File: src/hcfd_pkg.sv
// Shared constants and types for the Hermite curve forward-difference block.
// No dependencies; every other file imports this package.
package hcfd_pkg;

  // Fixed widths of the input and output words
  localparam int IN_W      = 10;
  localparam int OUT_W     = 21;
  localparam int FRAC_BITS = 8;

  // Saturation limits of a curve point
  localparam int OUT_MAX = 1048575;
  localparam int OUT_MIN = -1048576;

  typedef logic signed [OUT_W-1:0] point_t;
  typedef logic        [IN_W-1:0]  coord_in_t;

endpackage

File: src/hcfd_front.sv
// Front end: accepts input words, keeps the stored anchor/tangent pair and
// forms the cubic coefficients of each segment. Depends on hcfd_pkg.
module hcfd_front
  import hcfd_pkg::*;
#(
  parameter int COORD_BITS = 10,
  parameter int CW         = COORD_BITS + 4,
  parameter int AXW        = 3 * CW + COORD_BITS
) (
  input  logic               clk,
  input  logic               rst_n,
  input  logic               in_valid,
  output logic               in_ready,
  input  coord_in_t          in_anchor_x,
  input  coord_in_t          in_anchor_y,
  input  coord_in_t          in_handle_x,
  input  coord_in_t          in_handle_y,
  input  logic               in_start_req,
  output logic               push_valid,
  input  logic               push_ready,
  output logic [2*AXW-1:0]   push_data
);

  logic                         accept;
  logic        [COORD_BITS-1:0] anchor   [2];
  logic        [COORD_BITS-1:0] handle   [2];
  logic signed [COORD_BITS:0]   tangent  [2];
  logic        [COORD_BITS-1:0] prev_anchor_r  [2];
  logic signed [COORD_BITS:0]   prev_tangent_r [2];
  logic                         primed_r;

  // Keep only the low coordinate bits of each input
  assign anchor[0] = COORD_BITS'(in_anchor_x);
  assign anchor[1] = COORD_BITS'(in_anchor_y);
  assign handle[0] = COORD_BITS'(in_handle_x);
  assign handle[1] = COORD_BITS'(in_handle_y);

  assign in_ready   = push_ready;
  assign accept     = in_valid && in_ready;
  assign push_valid = accept && !in_start_req && primed_r;

  // Tangent and Hermite coefficients per axis
  always_comb begin
    logic signed [CW-1:0] p1, p4, r1, r4, a, b, c;
    for (int k = 0; k < 2; k++) begin
      tangent[k] = $signed({1'b0, handle[k]}) - $signed({1'b0, anchor[k]});
      p1 = $signed({4'b0000, prev_anchor_r[k]});
      p4 = $signed({4'b0000, anchor[k]});
      r1 = CW'(prev_tangent_r[k]);
      r4 = CW'(tangent[k]);
      a  = (p1 <<< 1) - (p4 <<< 1) + r1 + r4;
      b  = (p4 + (p4 <<< 1)) - (p1 + (p1 <<< 1)) - (r1 <<< 1) - r4;
      c  = r1;
      push_data[k*AXW +: AXW] = {a, b, c, prev_anchor_r[k]};
    end
  end

  // Hold the new pair as the stored pair on every accepted word
  always_ff @(posedge clk) begin
    if (!rst_n) begin
      primed_r <= 1'b0;
      for (int k = 0; k < 2; k++) begin
        prev_anchor_r[k]  <= '0;
        prev_tangent_r[k] <= '0;
      end
    end else if (accept) begin
      primed_r <= 1'b1;
      for (int k = 0; k < 2; k++) begin
        prev_anchor_r[k]  <= anchor[k];
        prev_tangent_r[k] <= tangent[k];
      end
    end
  end

endmodule

File: src/hcfd_queue.sv
// Two-entry register queue for segment coefficients between front and back.
// Depends on hcfd_pkg.
module hcfd_queue
  import hcfd_pkg::*;
#(
  parameter int W = 8
) (
  input  logic         clk,
  input  logic         rst_n,
  input  logic         push_valid,
  output logic         push_ready,
  input  logic [W-1:0] push_data,
  output logic         pop_valid,
  input  logic         pop_ready,
  output logic [W-1:0] pop_data
);

  localparam int DEPTH = 2;

  logic [W-1:0] mem [DEPTH];
  logic         wr_ptr_r;
  logic         rd_ptr_r;
  logic [1:0]   count_r;
  logic         do_push;
  logic         do_pop;

  assign push_ready = (count_r != 2'(DEPTH));
  assign pop_valid  = (count_r != 2'd0);
  assign pop_data   = mem[rd_ptr_r];
  assign do_push    = push_valid && push_ready;
  assign do_pop     = pop_valid && pop_ready;

  // Store an entry on push
  always_ff @(posedge clk) begin
    if (do_push) begin
      mem[wr_ptr_r] <= push_data;
    end
  end

  // Advance pointers and fill count
  always_ff @(posedge clk) begin
    if (!rst_n) begin
      wr_ptr_r <= 1'b0;
      rd_ptr_r <= 1'b0;
      count_r  <= 2'd0;
    end else begin
      if (do_push) begin
        wr_ptr_r <= !wr_ptr_r;
      end
      if (do_pop) begin
        rd_ptr_r <= !rd_ptr_r;
      end
      case ({do_push, do_pop})
        2'b10:   count_r <= count_r + 2'd1;
        2'b01:   count_r <= count_r - 2'd1;
        default: count_r <= count_r;
      endcase
    end
  end

endmodule

File: src/hcfd_back.sv
// Back end: loads one segment's coefficients and steps the forward
// differences, one rounded point per cycle unless out_ready stalls it. Depends on hcfd_pkg.
module hcfd_back
  import hcfd_pkg::*;
#(
  parameter int LOG2_STEPS = 5,
  parameter int COORD_BITS = 10,
  parameter int CW         = COORD_BITS + 4,
  parameter int AXW        = 3 * CW + COORD_BITS
) (
  input  logic             clk,
  input  logic             rst_n,
  input  logic             pop_valid,
  output logic             pop_ready,
  input  logic [2*AXW-1:0] pop_data,
  output logic             out_valid,
  input  logic             out_ready,
  output point_t           out_point_x,
  output point_t           out_point_y,
  output logic             out_last
);

  localparam int S  = 3 * LOG2_STEPS;
  localparam int FW = COORD_BITS + S + 6;
  localparam int PW = FW + FRAC_BITS;
  localparam int JW = LOG2_STEPS + 1;
  localparam logic [JW-1:0]        LAST_J = JW'(1 << LOG2_STEPS);
  localparam logic signed [PW-1:0] HALF   = PW'(1 << (S - 1));
  localparam logic signed [PW-1:0] SAT_HI = PW'(OUT_MAX);
  localparam logic signed [PW-1:0] SAT_LO = PW'(OUT_MIN);

  localparam logic ST_IDLE = 1'b0;
  localparam logic ST_RUN  = 1'b1;

  logic                 state_r, state_nxt;
  logic [JW-1:0]        j_r;
  logic signed [FW-1:0] f_r  [2];
  logic signed [FW-1:0] d1_r [2];
  logic signed [FW-1:0] d2_r [2];
  logic signed [FW-1:0] d3_r [2];
  logic signed [FW-1:0] f0   [2];
  logic signed [FW-1:0] d10  [2];
  logic signed [FW-1:0] d20  [2];
  logic signed [FW-1:0] d30  [2];
  logic                 out_valid_r;
  point_t               out_x_r;
  point_t               out_y_r;
  logic                 out_last_r;
  logic                 load;
  logic                 emit;

  // Round to nearest (ties up) at 8 fraction bits, then saturate
  function automatic point_t to_point(input logic signed [FW-1:0] f);
    logic signed [PW-1:0] v;
    logic signed [PW-1:0] q;
    v = (PW'(f) <<< FRAC_BITS) + HALF;
    q = v >>> S;
    if (q > SAT_HI) begin
      q = SAT_HI;
    end else if (q < SAT_LO) begin
      q = SAT_LO;
    end
    return q[OUT_W-1:0];
  endfunction

  assign pop_ready = (state_r == ST_IDLE);
  assign load      = pop_valid && pop_ready;
  assign emit      = (state_r == ST_RUN) && (!out_valid_r || out_ready);

  // Initial value and differences from a, b, c, d per axis
  always_comb begin
    logic [AXW-1:0]         slice;
    logic signed [FW-1:0]   aw, bw, cw, dw, a6;
    for (int k = 0; k < 2; k++) begin
      slice  = pop_data[k*AXW +: AXW];
      aw     = FW'($signed(slice[AXW-1 -: CW]));
      bw     = FW'($signed(slice[AXW-CW-1 -: CW]));
      cw     = FW'($signed(slice[AXW-2*CW-1 -: CW]));
      dw     = $signed(FW'(slice[COORD_BITS-1:0]));
      a6     = (aw <<< 2) + (aw <<< 1);
      f0[k]  = dw <<< S;
      d10[k] = aw + (bw <<< LOG2_STEPS) + (cw <<< (2 * LOG2_STEPS));
      d20[k] = a6 + (bw <<< (LOG2_STEPS + 1));
      d30[k] = a6;
    end
  end

  // Sequencer: idle until a segment is loaded, run for N+1 points
  always_comb begin
    state_nxt = state_r;
    unique case (state_r)
      ST_IDLE: if (load) state_nxt = ST_RUN;
      ST_RUN:  if (emit && (j_r == LAST_J)) state_nxt = ST_IDLE;
      default: state_nxt = ST_IDLE;
    endcase
  end

  always_ff @(posedge clk) begin
    if (!rst_n) begin
      state_r     <= ST_IDLE;
      j_r         <= '0;
      out_valid_r <= 1'b0;
    end else begin
      state_r <= state_nxt;
      if (load) begin
        j_r <= '0;
      end else if (emit) begin
        j_r <= j_r + JW'(1);
      end
      if (emit) begin
        out_valid_r <= 1'b1;
      end else if (out_ready) begin
        out_valid_r <= 1'b0;
      end
    end
  end

  // Load or advance the difference registers, register the point
  always_ff @(posedge clk) begin
    if (load) begin
      for (int k = 0; k < 2; k++) begin
        f_r[k]  <= f0[k];
        d1_r[k] <= d10[k];
        d2_r[k] <= d20[k];
        d3_r[k] <= d30[k];
      end
    end else if (emit) begin
      for (int k = 0; k < 2; k++) begin
        f_r[k]  <= f_r[k] + d1_r[k];
        d1_r[k] <= d1_r[k] + d2_r[k];
        d2_r[k] <= d2_r[k] + d3_r[k];
      end
    end
    if (emit) begin
      out_x_r    <= to_point(f_r[0]);
      out_y_r    <= to_point(f_r[1]);
      out_last_r <= (j_r == LAST_J);
    end
  end

  assign out_valid   = out_valid_r;
  assign out_point_x = out_x_r;
  assign out_point_y = out_y_r;
  assign out_last    = out_last_r;

endmodule

File: src/hermite_curve_forward_diff_top.sv
// Top level of the cubic Hermite curve generator: front, queue and back.
// Depends on hcfd_pkg, hcfd_front, hcfd_queue and hcfd_back.
//
//  channel | ports                                    | moves
//  --------+------------------------------------------+-------------------------
//  input   | in_valid/in_ready, in_anchor_*, in_handle_*, in_start_req | one pair
//  output  | out_valid/out_ready, out_point_*, out_last | one curve point
//
// A start word yields no point. A segment word is pushed into the queue when
// the front accepts it, then the back loads it and steps the difference
// registers for 2^LOG2_STEPS+1 points, one point per cycle unless stalled.
// A two-entry coefficient queue lets the front keep accepting words while it has room.
// Reset (synchronous) empties the queue and clears the stored pair.
// Low out_ready holds the current point and stalls the back.
module hermite_curve_forward_diff_top
  import hcfd_pkg::*;
#(
  parameter int LOG2_STEPS = 5,
  parameter int COORD_BITS = 10
) (
  input  logic      clk,
  input  logic      rst_n,
  input  logic      in_valid,
  output logic      in_ready,
  input  coord_in_t in_anchor_x,
  input  coord_in_t in_anchor_y,
  input  coord_in_t in_handle_x,
  input  coord_in_t in_handle_y,
  input  logic      in_start_req,
  output logic      out_valid,
  input  logic      out_ready,
  output point_t    out_point_x,
  output point_t    out_point_y,
  output logic      out_last
);

  localparam int CW  = COORD_BITS + 4;
  localparam int AXW = 3 * CW + COORD_BITS;

  logic             push_valid;
  logic             push_ready;
  logic [2*AXW-1:0] push_data;
  logic             pop_valid;
  logic             pop_ready;
  logic [2*AXW-1:0] pop_data;

  // Accept words and form coefficients
  hcfd_front #(
    .COORD_BITS (COORD_BITS),
    .CW         (CW),
    .AXW        (AXW)
  ) u_front (
    .clk          (clk),
    .rst_n        (rst_n),
    .in_valid     (in_valid),
    .in_ready     (in_ready),
    .in_anchor_x  (in_anchor_x),
    .in_anchor_y  (in_anchor_y),
    .in_handle_x  (in_handle_x),
    .in_handle_y  (in_handle_y),
    .in_start_req (in_start_req),
    .push_valid   (push_valid),
    .push_ready   (push_ready),
    .push_data    (push_data)
  );

  // Buffer segments between front and back
  hcfd_queue #(
    .W (2 * AXW)
  ) u_queue (
    .clk        (clk),
    .rst_n      (rst_n),
    .push_valid (push_valid),
    .push_ready (push_ready),
    .push_data  (push_data),
    .pop_valid  (pop_valid),
    .pop_ready  (pop_ready),
    .pop_data   (pop_data)
  );

  // Step the curve and drive points
  hcfd_back #(
    .LOG2_STEPS (LOG2_STEPS),
    .COORD_BITS (COORD_BITS),
    .CW         (CW),
    .AXW        (AXW)
  ) u_back (
    .clk         (clk),
    .rst_n       (rst_n),
    .pop_valid   (pop_valid),
    .pop_ready   (pop_ready),
    .pop_data    (pop_data),
    .out_valid   (out_valid),
    .out_ready   (out_ready),
    .out_point_x (out_point_x),
    .out_point_y (out_point_y),
    .out_last    (out_last)
  );

endmodule
File: config.mk
export PLATFORM = sky130hd
export DESIGN_NAME = hermite_curve_forward_diff_top
export DESIGN_NICKNAME = d
export VERILOG_FILES = /design/src/hcfd_pkg.sv /design/src/hcfd_front.sv /design/src/hcfd_queue.sv /design/src/hcfd_back.sv /design/src/hermite_curve_forward_diff_top.sv
export SDC_FILE = /design/constraint.sdc
export NUM_CORES = 2
export LEC_CHECK = 0
export BUFFER_PORTS_ARGS = -buffer_cell sky130_fd_sc_hd__buf_2
export CELL_PAD_IN_SITES_DETAIL_PLACEMENT = 0
export CELL_PAD_IN_SITES_GLOBAL_PLACEMENT = 1
export CORE_MARGIN = 2
export CORE_UTILIZATION = 56
export CTS_CLUSTER_SIZE = 25
export DETAILED_ROUTE_END_ITERATION = 7
export PLACE_DENSITY_LB_ADDON = 0.1
export SYNTH_ARGS = -nofsm -noshare
export SYNTH_HDL_FRONTEND = slang
export SYNTH_SLANG_ARGS = --single-unit
File: constraint.sdc
create_clock -name clk -period 10.8 [get_ports clk]
set_clock_uncertainty 0.1 [all_clocks]
set_input_delay 1.08 -clock clk [delete_from_list [all_inputs] [get_ports clk]]
set_output_delay 1.08 -clock clk [all_outputs]
set_load 0.01 [all_outputs]
Word level (Yosys, flattened, before mapping)
Memory sizes are Yosys's and may differ from the RTL's. A register that Yosys moved wholly into a read port is not among the register bits.
Index checks and enable logic that the tools add are counted.
{"block": "classes", "add_sub_neg": 37, "order_cmp": 4, "eq_ne": 4, "n_mux": 30, "bitwise_logic": 12, "n_reduce_logical": 16}
{"cell": "31-bit adder", "count": 6}
{"cell": "31-bit 2-to-1 mux", "count": 6}
{"cell": "39-bit by 16-bit adder with 39-bit output (second input constant)", "count": 2}
{"cell": "20-bit by 24-bit adder with 25-bit output", "count": 2}
{"cell": "10-bit by 11-bit adder with 12-bit output", "count": 4}
{"cell": "24-bit by 21-bit greater-than comparator with 1-bit output (second input constant)", "count": 2}
{"cell": "24-bit by 21-bit less-than comparator with 1-bit output (second input constant)", "count": 2}
{"cell": "17-bit by 20-bit adder with 21-bit output", "count": 2}
{"cell": "21-bit 2-to-1 mux", "count": 2}
{"cell": "14-bit by 19-bit adder with 20-bit output", "count": 2}
{"cell": "16-bit by 15-bit adder with 17-bit output", "count": 2}
{"cell": "14-bit by 11-bit adder with 14-bit output", "count": 2}
{"cell": "14-bit by 11-bit subtractor with 14-bit output", "count": 2}
{"cell": "14-bit by 12-bit subtractor with 14-bit output", "count": 2}
{"cell": "14-bit subtractor", "count": 2}
{"cell": "12-bit by 11-bit adder with 13-bit output", "count": 2}
{"cell": "11-bit by 11-bit subtractor with 12-bit output", "count": 2}
{"cell": "11-bit 2-to-1 mux", "count": 2}
{"cell": "10-bit by 10-bit subtractor with 11-bit output", "count": 2}
{"cell": "10-bit 2-to-1 mux", "count": 2}
{"cell": "1-bit 2-to-1 mux", "count": 16}
{"cell": "1-bit bitwise OR", "count": 10}
{"cell": "1-bit logical AND", "count": 7}
{"cell": "6-bit by 1-bit adder with 6-bit output (second input constant)", "count": 1}
{"cell": "other kinds (13)", "count": 19}
{"block": "word_totals", "register_bits": 56, "ram_bits": 498, "in_bits": 45, "elab_cells": 120, "n_memories": 7}
{"name": "u_queue.mem", "depth": 2, "word_bits": 104, "read_ports": 1, "rd_ports_with_merged_regs": 1, "write_ports": 1, "line_no": "hcfd_queue.sv:20", "rtl": "logic [W-1:0] mem [DEPTH];"}
{"name": "u_back.d1_r", "depth": 2, "word_bits": 31, "read_ports": 2, "rd_ports_with_merged_regs": 0, "write_ports": 2, "line_no": "hcfd_back.sv:38", "rtl": "logic signed [FW-1:0] d1_r [2];"}
{"name": "u_back.d2_r", "depth": 2, "word_bits": 31, "read_ports": 2, "rd_ports_with_merged_regs": 0, "write_ports": 2, "line_no": "hcfd_back.sv:39", "rtl": "logic signed [FW-1:0] d2_r [2];"}
{"name": "u_back.d3_r", "depth": 2, "word_bits": 31, "read_ports": 2, "rd_ports_with_merged_regs": 0, "write_ports": 2, "line_no": "hcfd_back.sv:40", "rtl": "logic signed [FW-1:0] d3_r [2];"}
{"name": "u_back.f_r", "depth": 2, "word_bits": 31, "read_ports": 2, "rd_ports_with_merged_regs": 0, "write_ports": 2, "line_no": "hcfd_back.sv:37", "rtl": "logic signed [FW-1:0] f_r [2];"}
{"name": "u_front.prev_tangent_r", "depth": 2, "word_bits": 11, "read_ports": 2, "rd_ports_with_merged_regs": 0, "write_ports": 2, "line_no": "hcfd_front.sv:29", "rtl": "logic signed [COORD_BITS:0] prev_tangent_r [2];"}
{"name": "1 more memories"}

Longest topological paths before layout
{"block": "logic_depth", "ltp_word": 7, "mapped_depth": 25, "mapped_depth_nobuf": 23}

Hierarchy
Synthesis repeated with hierarchy kept, for this count alone.
{"block": "hier_totals", "hier_cells": 3877, "hier_area_um2": 40458.8}
{"mod": "hcfd_back", "instances": 1, "cells_per_inst": 2539, "area_per_inst_um2": 23976.7}
{"mod": "hcfd_front", "instances": 1, "cells_per_inst": 990, "area_per_inst_um2": 8725.9}
{"mod": "hcfd_queue", "instances": 1, "cells_per_inst": 348, "area_per_inst_um2": 7756.2}

Worst setup path before layout
No wires, ideal clock.
{"block": "synth_path", "path_type": "input-to-reg", "from": "in out_ready", "to": "mem u_back.d1_r[0][10] in the netlist's numbering (enable)", "arrival_ns": 5.448, "t_required_ns": 9.237, "slack_ns": 3.790, "stages": 7, "n_path_buf": 4, "cell_sequence": "nand2b_1 nand2_1 clkbuf_1 clkbuf_1 clkbuf_1 buf_1 nand2_1"}
{"item": "start, declared", "line_no": "hermite_curve_forward_diff_top.sv:31", "rtl": "input logic out_ready,"}
{"item": "end, declared", "line_no": "hcfd_back.sv:38"}

==> impl_metrics.csv <==
group,metric,value,unit
timing,tightest_slew,1.108,ns
setup_path,cp.required,11.09,ns
finish,drive_gt1_share,9.520,%
grt,track_usage,25.56,%
cts,cts_setup_buffers,0,
logic_synthesis,synthCells,3798,
cts,cts.sinks,511,
timing,setup_viol,0,
setup_path,path_cells,"buf_4, mux2_2, fa_1, a21o_1, a21oi_1, nor2b_1, o21a_1, o311a_1, o21a_1, o21ai_0, nor2b_1, xnor2_1, ha_1, o21a_1, o21ai_0, nand2b_1, o2111ai_1, a21boi_0, o31ai_1, a32oi_1, o311a_1, nand2_1",
finish,multi_input_area,0.02283,mm^2
logic_synthesis,synth_top_area_share,37.93,%
finish,nets,4464,
logic_synthesis,synthFlopType,"edfxtp_1",
grt,overflow,0,
logic_synthesis,synth_mux_area_share,3.014,%
logic_synthesis,synth-simple-area-share,10.72,%
cts,hold_buffers,0,
logic_synthesis,avgSynthCellArea,10.36,um^2
route,drc,0,
grt,grt_pass1_vias,27930,
cts,cts_tree,"built",
grt,grt_pass1_wl,146400,um
setup_path,path_class,"reg -> reg",
setup_path,cp-end-kind,"flip-flop",
grt,met2_usage,40.51,%
logic_synthesis,synthXorXnorAreaFrac,8.124,%
setup_path,critPathSlowestCell,"dfxtp_4",
setup_path,cp_max_fo,56,
grt,use_met3,3.945,%
grt,antenna_found_initial,6,
finish,regArea,0.01521,mm^2
logic_synthesis,synth_fa_ha_area_share,18.60,%
finish,area_growth,9.084,%
place,dpl.hpwl,70950,um
floorplanning,start_util,56.39,%
finish,nFillCells,5605,
grt,top_usage_layer,"met2",
logic_synthesis,synth_compound_area_share,17.46,%
logic_synthesis,synth_area,0.03935,mm^2
route,wl_per_cell,18.83,um
grt,grt_max_degree,91,
floorplanning,die-area,0.07241,mm^2
finish,n_antenna_cell,0,
cts,cts_root_buffer,"clkbuf_16",
logic_synthesis,synth_cell_types,95,
floorplanning,dieHeight,269.1,um
floorplanning,num_rows,97,
setup_path,crit_path_max_incr_delay,0.82,ns
setup_path,crit_top_cell,"o21a_1",
cts,htreeDepth,2,
logic_synthesis,yosys_warnings,0,
logic_synthesis,ys_async_sr_fraction,0,%
cts,cts_buffer_depth,3,
timing,rsz0062_at_grt,"no",
cts,clk_pin_slew_worst_paths,0.06,ns
timing,min_period,6.801,ns
min_path,min_path_type,"reg -> reg",
timing,fin_setup_tns,0,ns
route,firstDrtPassIters,5,
logic_synthesis,synth_nets,4374,
route,drt-total-wl,91870,um
logic_synthesis,synthTopCellsByArea,"edfxtp_1, ha_1, xnor2_1",
setup_path,start_kind,"flip-flop",
status,status,"finished, final reports clean",
logic_synthesis,synth-edff-count,497,
route,ant_nets,0,
route,drt-initial-drc-count,2145,
timing,relSlewSlack,26.12,%
finish,layout_common_cells,"edfxtp_1, ha_1, inv_1, nor2_1, a21oi_1",
cts,clock_latency,0.64,ns
grt,use_met1,37.40,%
timing,hold_viol,0,
logic_synthesis,yosysSeqAreaShare,38.64,%
setup_path,cp.arrival,7.09,ns
timing,final_max_slew_viol_count,0,
run,cap_violations,0,
route,vias,28630,
logic_synthesis,synth_top_cell_by_area,"edfxtp_1",
place,portBuffers,89,
route,viasPerCell,5.867,
cts,numCtsBuffers,60,
floorplanning,die_x,269.1,um
place,gp_congestion,0.9065,
setup_path,rrSetupSlack,4.00,ns
logic_synthesis,synth_top_family_by_area,"adder cells",
timing,fmax,147.0,MHz
floorplanning,io_pins,90,
min_path,min_from,"u_front.primed_r",
cts,cts_resized,0,
finish,final_common_cell,"edfxtp_1",
floorplanning,core_area,0.06979,mm^2
timing,period_share,62.97,%
logic_synthesis,ys_ff_latch,511,
-- kinds of logic (layout without fill, tap and decap cells) --
group	count (synthesis)	in the layout
XOR/XNOR	365	365
flip-flops	511	511
AND/OR/NAND/NOR	876	876
buffers and inverters	355	496
AO/OA/AOI/OAI	1052	1052
adder cells (fa/ha/maj)	531	531
multiplexers	108	108
-- final cells by class --
class,count,area share [%]
well taps,940,2.740
repair buffers,106,1.335
flip-flops and latches,511,35.43
multi-input cells,2932,53.19
inverters,277,2.434
clock inverters,39,1.038
clock buffers,74,3.839
-- cells in the mapped netlist, types with 83 or more instances --
cell type	instances
a21oi_1	258
nor2_1	275
inv_1	276
fa_1	90
edfxtp_1	497
nand2_1	214
a21o_1	137
xnor2_1	214
mux2_2	83
o21ai_0	247
ha_1	441
xor2_1	151
-- per-stage QoR --
| stage | instance area, um^2 | setup slack, ns | cells | utilization, % | hold WS (ns) |
|---|---|---|---|---|---|
| floorplan | 39350 | 3.790 | 3798 | - | 0.3409 |
| global placement | 40830 | 4.091 | 4766 | 58.51 | 0.3475 |
| detailed placement | 40830 | 4.037 | 4766 | 58.51 | 0.3546 |
| CTS | 42930 | 4.010 | 4879 | 61.51 | 0.3696 |
| global route | 42930 | 3.465 | 4879 | 61.51 | 0.4014 |
| finish | 42930 | 4.000 | 4879 | 61.51 | 0.3712 |
-- metal layers --
layer	vias to the layer above	wire [um]
met3	108	5147
li1	14130	-
met5	-	46
met4	8	1378
met2	617	41090
met1	13760	44210
-- registers in the layout, summed over array words and instances (netlist names), named ones only --
name	flops
u_back.state_r	1
u_back.out_point_x	21
u_queue.count_r	2
u_back.d1_r	62
u_back.j_r	6
u_back.out_last	1
u_back.out_valid	1
u_queue.wr_ptr_r	1
u_back.out_point_y	21
u_back.d2_r	60
u_front.prev_anchor_r	20
u_front.primed_r	1
u_front.prev_tangent_r	22
u_queue.mem	196
u_back.f_r	62
u_back.d3_r	32
u_queue.rd_ptr_r	1
-- worst paths after layout --
check	end	depth (start not counted)
min reg2reg	u_front.primed_r	1
max reg2reg	u_back.d2_r[0][27]	22
min	u_front.primed_r	1
max	u_back.d2_r[0][27]	22
-- critical path: cells and delay by family, from the launching register on --
| family | cells | cell delay, ns |
|---|---|---|
| buf+inv | 1 | 0.64 |
| mux | 1 | 0.46 |
| flops | 1 | 0.82 |
| simple gates | 4 | 0.46 |
| fa+ha+maj | 2 | 0.82 |
| compound gates | 13 | 3.12 |
| xor+xnor | 1 | 0.12 |
Power is not shown: default switching activity piles up to over one toggle a cycle in this logic, so the estimate is an artifact.
